`src/rtl/core/nfpc_pkg.sv`:
```
// Shared types, constants and fixed-point helpers for the Newton fractal pixel classifier.
package nfpc_pkg;

    localparam int IDX_W       = 10;
    localparam int COLOR_W     = 3;
    localparam int CFG_IDX_W   = 3;
    localparam int TDATA_W     = 24;
    localparam int DIV_STEPS   = 31;
    localparam int DIV_STAGES  = DIV_STEPS + 1;

    localparam logic signed [31:0] Q_MAX = 32'sh7fffffff;
    localparam logic signed [31:0] Q_MIN = 32'sh80000000;

    // sqrt(3)/2 with 30 fraction bits
    localparam longint SIN60_Q30 = 64'sd929887697;

    typedef enum logic [CFG_IDX_W-1:0] {
        REG_X_START = 3'd0,
        REG_Y_START = 3'd1,
        REG_X_STEP  = 3'd2,
        REG_Y_STEP  = 3'd3,
        REG_TOL_SQ  = 3'd4
    } cfg_reg_t;

    typedef enum logic [COLOR_W-1:0] {
        COLOR_NONE   = 3'd0,
        COLOR_ORIGIN = 3'd1,
        COLOR_UPPER  = 3'd2,
        COLOR_LOWER  = 3'd3,
        COLOR_ONE    = 3'd4
    } color_t;

    typedef struct packed {
        logic             valid;
        logic             zero_den;   // sticky over all iterations
        logic             den_zero;   // this iteration only
        logic [IDX_W-1:0] column;
        logic [IDX_W-1:0] row;
    } meta_t;

    typedef struct packed {
        logic signed [31:0] re;
        logic signed [31:0] im;
    } cplx_t;

    function automatic logic signed [31:0] sat32(input logic signed [79:0] v);
        if (v > 80'sd2147483647)
            return Q_MAX;
        if (v < -80'sd2147483648)
            return Q_MIN;
        return v[31:0];
    endfunction

    // round half up, floor shift
    function automatic logic signed [79:0] qround(input logic signed [63:0] p, input int f);
        logic signed [79:0] t;
        t = 80'(p) + (80'sd1 <<< (f - 1));
        return t >>> f;
    endfunction

endpackage

```
`src/rtl/core/nfpc_start.sv`:
```
// Start point stage: z = start + index * step, two register stages.
module nfpc_start
(
    input  logic                  clk,
    input  logic                  rst_n,
    input  logic                  en,
    input  nfpc_pkg::meta_t       in_meta,
    input  logic signed [31:0]    x_start,
    input  logic signed [31:0]    y_start,
    input  logic [30:0]           x_step,
    input  logic [30:0]           y_step,
    output nfpc_pkg::meta_t       out_meta,
    output nfpc_pkg::cplx_t       out_z
);
    import nfpc_pkg::*;

    meta_t       m1_reg, m2_reg;
    logic [40:0] px_reg, py_reg;
    cplx_t       z_reg, z_next;

    always_ff @(posedge clk or negedge rst_n)
    begin
        if (!rst_n)
        begin
            m1_reg <= '0;
            m2_reg <= '0;
        end
        else if (en)
        begin
            m1_reg <= in_meta;
            m2_reg <= m1_reg;
        end
    end

    always_comb
    begin
        z_next.re = sat32({{48{x_start[31]}}, x_start} + {39'd0, px_reg});
        z_next.im = sat32({{48{y_start[31]}}, y_start} + {39'd0, py_reg});
    end

    always_ff @(posedge clk)
    begin
        if (en)
        begin
            px_reg <= 41'(in_meta.column) * 41'(x_step);
            py_reg <= 41'(in_meta.row) * 41'(y_step);
            z_reg  <= z_next;
        end
    end

    assign out_meta = m2_reg;
    assign out_z    = z_reg;

endmodule

```
`config.mk`:
```
export PLATFORM = sky130hd
export DESIGN_NAME = nfpc_start
export DESIGN_NICKNAME = d
export VERILOG_FILES = /design/src/rtl/core/nfpc_pkg.sv /design/src/rtl/core/nfpc_start.sv
export SDC_FILE = /design/constraint.sdc
export NUM_CORES = 2
export LEC_CHECK = 0
export ABC_AREA = 1
export BUFFER_PORTS_ARGS = -buffer_cell sky130_fd_sc_hd__buf_2
export CORE_ASPECT_RATIO = 0.5
export CORE_MARGIN = 4
export CORE_UTILIZATION = 30
export CTS_BUF_LIST = sky130_fd_sc_hd__clkbuf_8
export CTS_CLUSTER_SIZE = 10
export DETAILED_ROUTE_END_ITERATION = 6
export SETUP_SLACK_MARGIN = 0.1
export SLEW_MARGIN = 10
export SYNTH_ARGS = -nofsm -noshare
export SYNTH_HDL_FRONTEND = slang
export SYNTH_SLANG_ARGS = --single-unit
export TNS_END_PERCENT = 20
```
`constraint.sdc`:
```
create_clock -name clk -period 3.53 [get_ports clk]
set_clock_uncertainty 0.15 [all_clocks]
set_input_delay 0 -clock clk [delete_from_list [all_inputs] [get_ports clk]]
set_output_delay 0 -clock clk [all_outputs]
set_load 0.05 [all_outputs]
```
# Yosys cells after proc, flatten, opt, wreduce, memory -nomap -nowiden
# Index checks and enable logic that the tools add are counted.
[totals]
reg_bits = 192
in_bits = 152
out_inout_bits = 87
word_cells = 36
[op_classes]
n_addsub = 2
multipliers = 2
order_cmp = 4
n_mux = 14
[op_table]
columns = ["op", "n"]
rows = [
  ["$mux 32", 8],
  ["$add 32x42->43", 2],
  ["$gt 43x32->1 const B", 2],
  ["$lt 43x32->1 const B", 2],
  ["$mul 10x31->41", 2],
  ["$mux 1", 6],
]

# Longest topological paths before layout
[logic_depth]
word_depth = 6
mapped_depth = 24
depth_no_buf = 23

# Worst setup path before layout
# Ideal clock, no wire load.
[synth_timing]
path_type = "input -> register"
start = "input port y_step[7]"
end = "register py_reg[34] (data pin)"
setup_ns = 0.258
arrival_ns = 4.538
required_ns = 3.122
path_slack_ns = -1.416
cell_stages = 23
n_path_buf = 1
path_cell_list = "clkbuf_1 > nand2_1 > fa_1 > inv_1 > fa_1 > inv_1 > fa_1 > inv_1 > fa_1 > inv_1 > fa_1 > inv_1 > ha_1 > nand2_1 > o21ai_0 > nand2_1 > nand2_1 > a31oi_1 > o21ai_0 > nand2_1 > nand2_1 > a21oi_1 > xnor2_1"
[synth_via]
elab_chain_cells = 1
[synth_rtl]
columns = ["item", "line_no", "rtl"]
rows = [
  ["start: declaration", "nfpc_start.sv:11", "input logic [30:0] y_step,"],
  ["$mul 10x31->41", "nfpc_start.sv:46", "py_reg <= 41'(in_meta.row) * 41'(y_step);"],
  ["end signal: assignment", "nfpc_start.sv:46", ""],
  ["end: declaration", "nfpc_start.sv:18", "logic [40:0] px_reg, py_reg;"],
]
# No other way between the ends.
# A chain may end at the register's enable or synchronous reset.

# Worst setup path in the final report
[layout_timing]
start = "input port in_meta[11] (netlist bit)"
end = "register px_reg[27] (data pin)"
[layout_via]
elab_chain_cells = 1
[layout_rtl]
columns = ["item", "line_no", "rtl"]
rows = [
  ["start: declaration", "nfpc_start.sv:7", "input nfpc_pkg::meta_t in_meta,"],
  ["$mul 10x31->41", "nfpc_start.sv:45", "px_reg <= 41'(in_meta.column) * 41'(x_step);"],
  ["end signal: assignment", "nfpc_start.sv:45", ""],
  ["end: declaration", "nfpc_start.sv:18", ""],
]
# No other way between the ends.

==> results_dict.tcl <==
set metrics [dict create \
    hold_class "input pin to register" \
    required_ns 3.74 \
    finalInstanceArea_sq_mm 0.0453 \
    tightest_slew_ns 0.833 \
    synth_edf_count 146 \
    hpwl_mm 82.3 \
    syn_to_final_growth_pct 34.5 \
    die_area_sq_mm 0.118 \
    hold_viol_final 0 \
    cts_buffer_depth 2 \
    clk_pin_slew_worst_paths_ns 0.14 \
    synth_seq_area_share_pct 16.4 \
    cts_tree "built" \
    rows 86 \
    layout_commonest_cell "nand2_1" \
    drive_gt1_share_pct 24.3 \
    clockRootBuffer "clkbuf_8" \
    start_util_pct 30.4 \
    synth_compound_area_share_pct 6.04 \
    synth_simple_gate_area_share_pct 23.1 \
    synthTopCellsByArea "fa_1 27%, nand2_1 16%, edfxtp_1 13%" \
    final_max_slew_viol_count 0 \
    cp-start-kind "input pin" \
    regToRegSetupSlack_ns 0.35 \
    worst_slack_ns -0.784 \
    min_path_cells 5 \
    synth-seq-cells 192 \
    synth_mux_area_share_pct 0 \
    synth_top_family_by_area "adder cells" \
    fillers 11200 \
    synth_fp_nets 5477 \
    drc 0 \
    drt-total-wl_mm 103 \
    nets 6255 \
    syn_area_sq_mm 0.0337 \
    final_antenna_net_count 0 \
    dpl_cell_area_sq_mm 0.0408 \
    multi_input_area_sq_mm 0.0257 \
    finalCritPeriodShare_pct 122 \
    finalSetupViolCount 66 \
    grt_max_degree 100 \
    htree_levels 4 \
    antenna_found_initial 10 \
    yosys.area.top_type_share_pct 27.4 \
    layout_min_cycle_time_ns 4.31 \
    slew-limit-headroom_pct 44.4 \
    syn_inst 4627 \
    synthArstFlopShare_pct 24.0 \
    synth_largest_area_cell "fa_1" \
    crit_path_end_kind "register" \
    r2r_end "out_z[28]" \
    outcome "finished, violations left" \
    coreArea_sq_mm 0.111 \
    grt_overflow_total 0 \
    max_freq_ghz 0.232 \
    die_x_um 482 \
    synth.distinct_cells 45 \
    criticalPathCategory "input pin to register" \
    synth_fa_ha_area_share_pct 36.2 \
    cap_violations 0 \
    timing.rr.start "py_reg[0]" \
    reg2reg_depth 18 \
    cts.sinks 192 \
    synth_xor_area_share_pct 3.53 \
    yosys_warnings 0 \
    vias_per_cell 4.39 \
    placed_cells 6708 \
    drtIter0Drc 1426 \
    grt_setup_unrepaired "yes" \
    crit_arrival_ns 4.53 \
    fp.dieH_um 245 \
    final_cells 6920 \
    synth-main-ff-cell "edfxtp_1" \
    final_cell_mix "1392 x nand2_1, 1081 x inv_1, 492 x buf_4" \
    syn_avg_cell_area_sq_um 7.28 \
    cp_max_fo 7 \
    drt_pass1_iterations 5 \
    place_congestion 0.895 \
    vias 30400 \
    grt_pass1_vias 31000 \
    clk_latency_ns 0.59 \
    grt_pass1_wl_mm 163 \
    largest_reg_flops 64 \
    wl_per_cell_um 14.9 \
    hold_start "x_start[20]" \
    whs_endpoint "out_z[52]" \
    pin_count 239 \
    whs_ns 0.0385 \
    regArea_sq_mm 0.00554 \
    failed_checks "setup timing" \
    grt_usage_pct 17.3 \
    cts_made_buffers 17 \
    numPortBuffers 238 \
    final.setup.tns_ns -37.80 \
]
-- worst max-delay path, cell delays in order --
cell     delay (ns)
buf_12         0.09
buf_12         0.13
buf_12         0.13
nand2_2        0.06
fa_1           0.54
inv_1          0.05
fa_1           0.52
fa_1           0.43
fa_1           0.50
inv_1          0.06
fa_1           0.50
inv_2          0.05
ha_4           0.25
a21oi_2        0.13
inv_2          0.06
a31oi_4        0.17
inv_2          0.05
nor2_2         0.13
nand2_2        0.10
a21oi_4        0.19
o21ai_2        0.11
buf_4          0.15
xor2_2         0.14
-- per-layer routing --
metal	vias up	part of all wire [%]	wire length, um	GRT usage [%]
met1	14300	43	44600	22.1
met2	610	50	51000	30.6
li1	15300	-	-	-
met4	6	3.0	3140	4.87
met5	-	0.033	34	0
met3	157	4.0	4150	2.17
-- final cells by class --
| cell class | count | area share (%) |
|---|---|---|
| repair buffers | 903 | 16.6 |
| clock buffers | 17 | 0.516 |
| inverters | 1149 | 9.51 |
| clock inverters | 15 | 0.342 |
| well taps | 1496 | 4.13 |
| multi-input cells | 3142 | 56.6 |
| flip-flops and latches | 192 | 12.2 |
| diodes | 6 | 0.0331 |
-- how the worst max path moves through the flow --
stage          slack, ns  depth (start not counted)         end        start
4_1_cts            -0.76                         22  px_reg[39]  in_meta[11]
2_1_floorplan      -0.97                         21  py_reg[32]   y_step[14]
3_3_place_gp       -1.63                         23  py_reg[37]   in_meta[6]
5_1_grt            -0.91                         23  px_reg[37]  in_meta[14]
3_5_place_dp       -1.66                         23  py_reg[37]   in_meta[6]
6_report           -0.78                         23  px_reg[27]  in_meta[11]
-- kinds of logic (layout without fill, tap and decap cells) --
kind of cell / count (synthesis) / after routing
fa+ha+maj: 698 / 698
xor+xnor: 136 / 136
flops: 192 / 192
simple gates: 1943 / 1943
other cells: 0 / 6
compound gates: 365 / 365
buf+inv: 1293 / 2084
-- synth_stat cells (17+ instances only) --
library cell	number
a21oi_1	173
a31oi_1	49
clkbuf_1	124
dfrtp_1	46
edfxtp_1	146
fa_1	462
ha_1	236
inv_1	1144
nand2_1	1466
nand2_2	27
nand3_1	93
nor2_1	262
nor2_2	22
nor3_1	17
o21ai_0	86
xnor2_1	53
xor2_1	83
-- stage by stage --
stage	setup slack [ns]	utilization (%)
floorplan	-0.974	-
global placement	-1.63	36.8
detailed placement	-1.66	36.8
CTS	-0.759	39.7
global route	-0.906	40.9
finish	-0.784	40.9
-- what timing repair did --
action / in CTS / in global routing
resized for setup: 300 / 256
gates cloned: 10 / 5
endpoints found under the setup margin: 70 / 101
buffers inserted: 29 / 32
hold buffers: 98 / 0
pin swaps: 114 / 120
endpoints found under the hold margin: 219 / 0
Power is left out: the tool's default activity adds up to more than one toggle a clock period on the data nets, which glitch-free logic cannot reach.
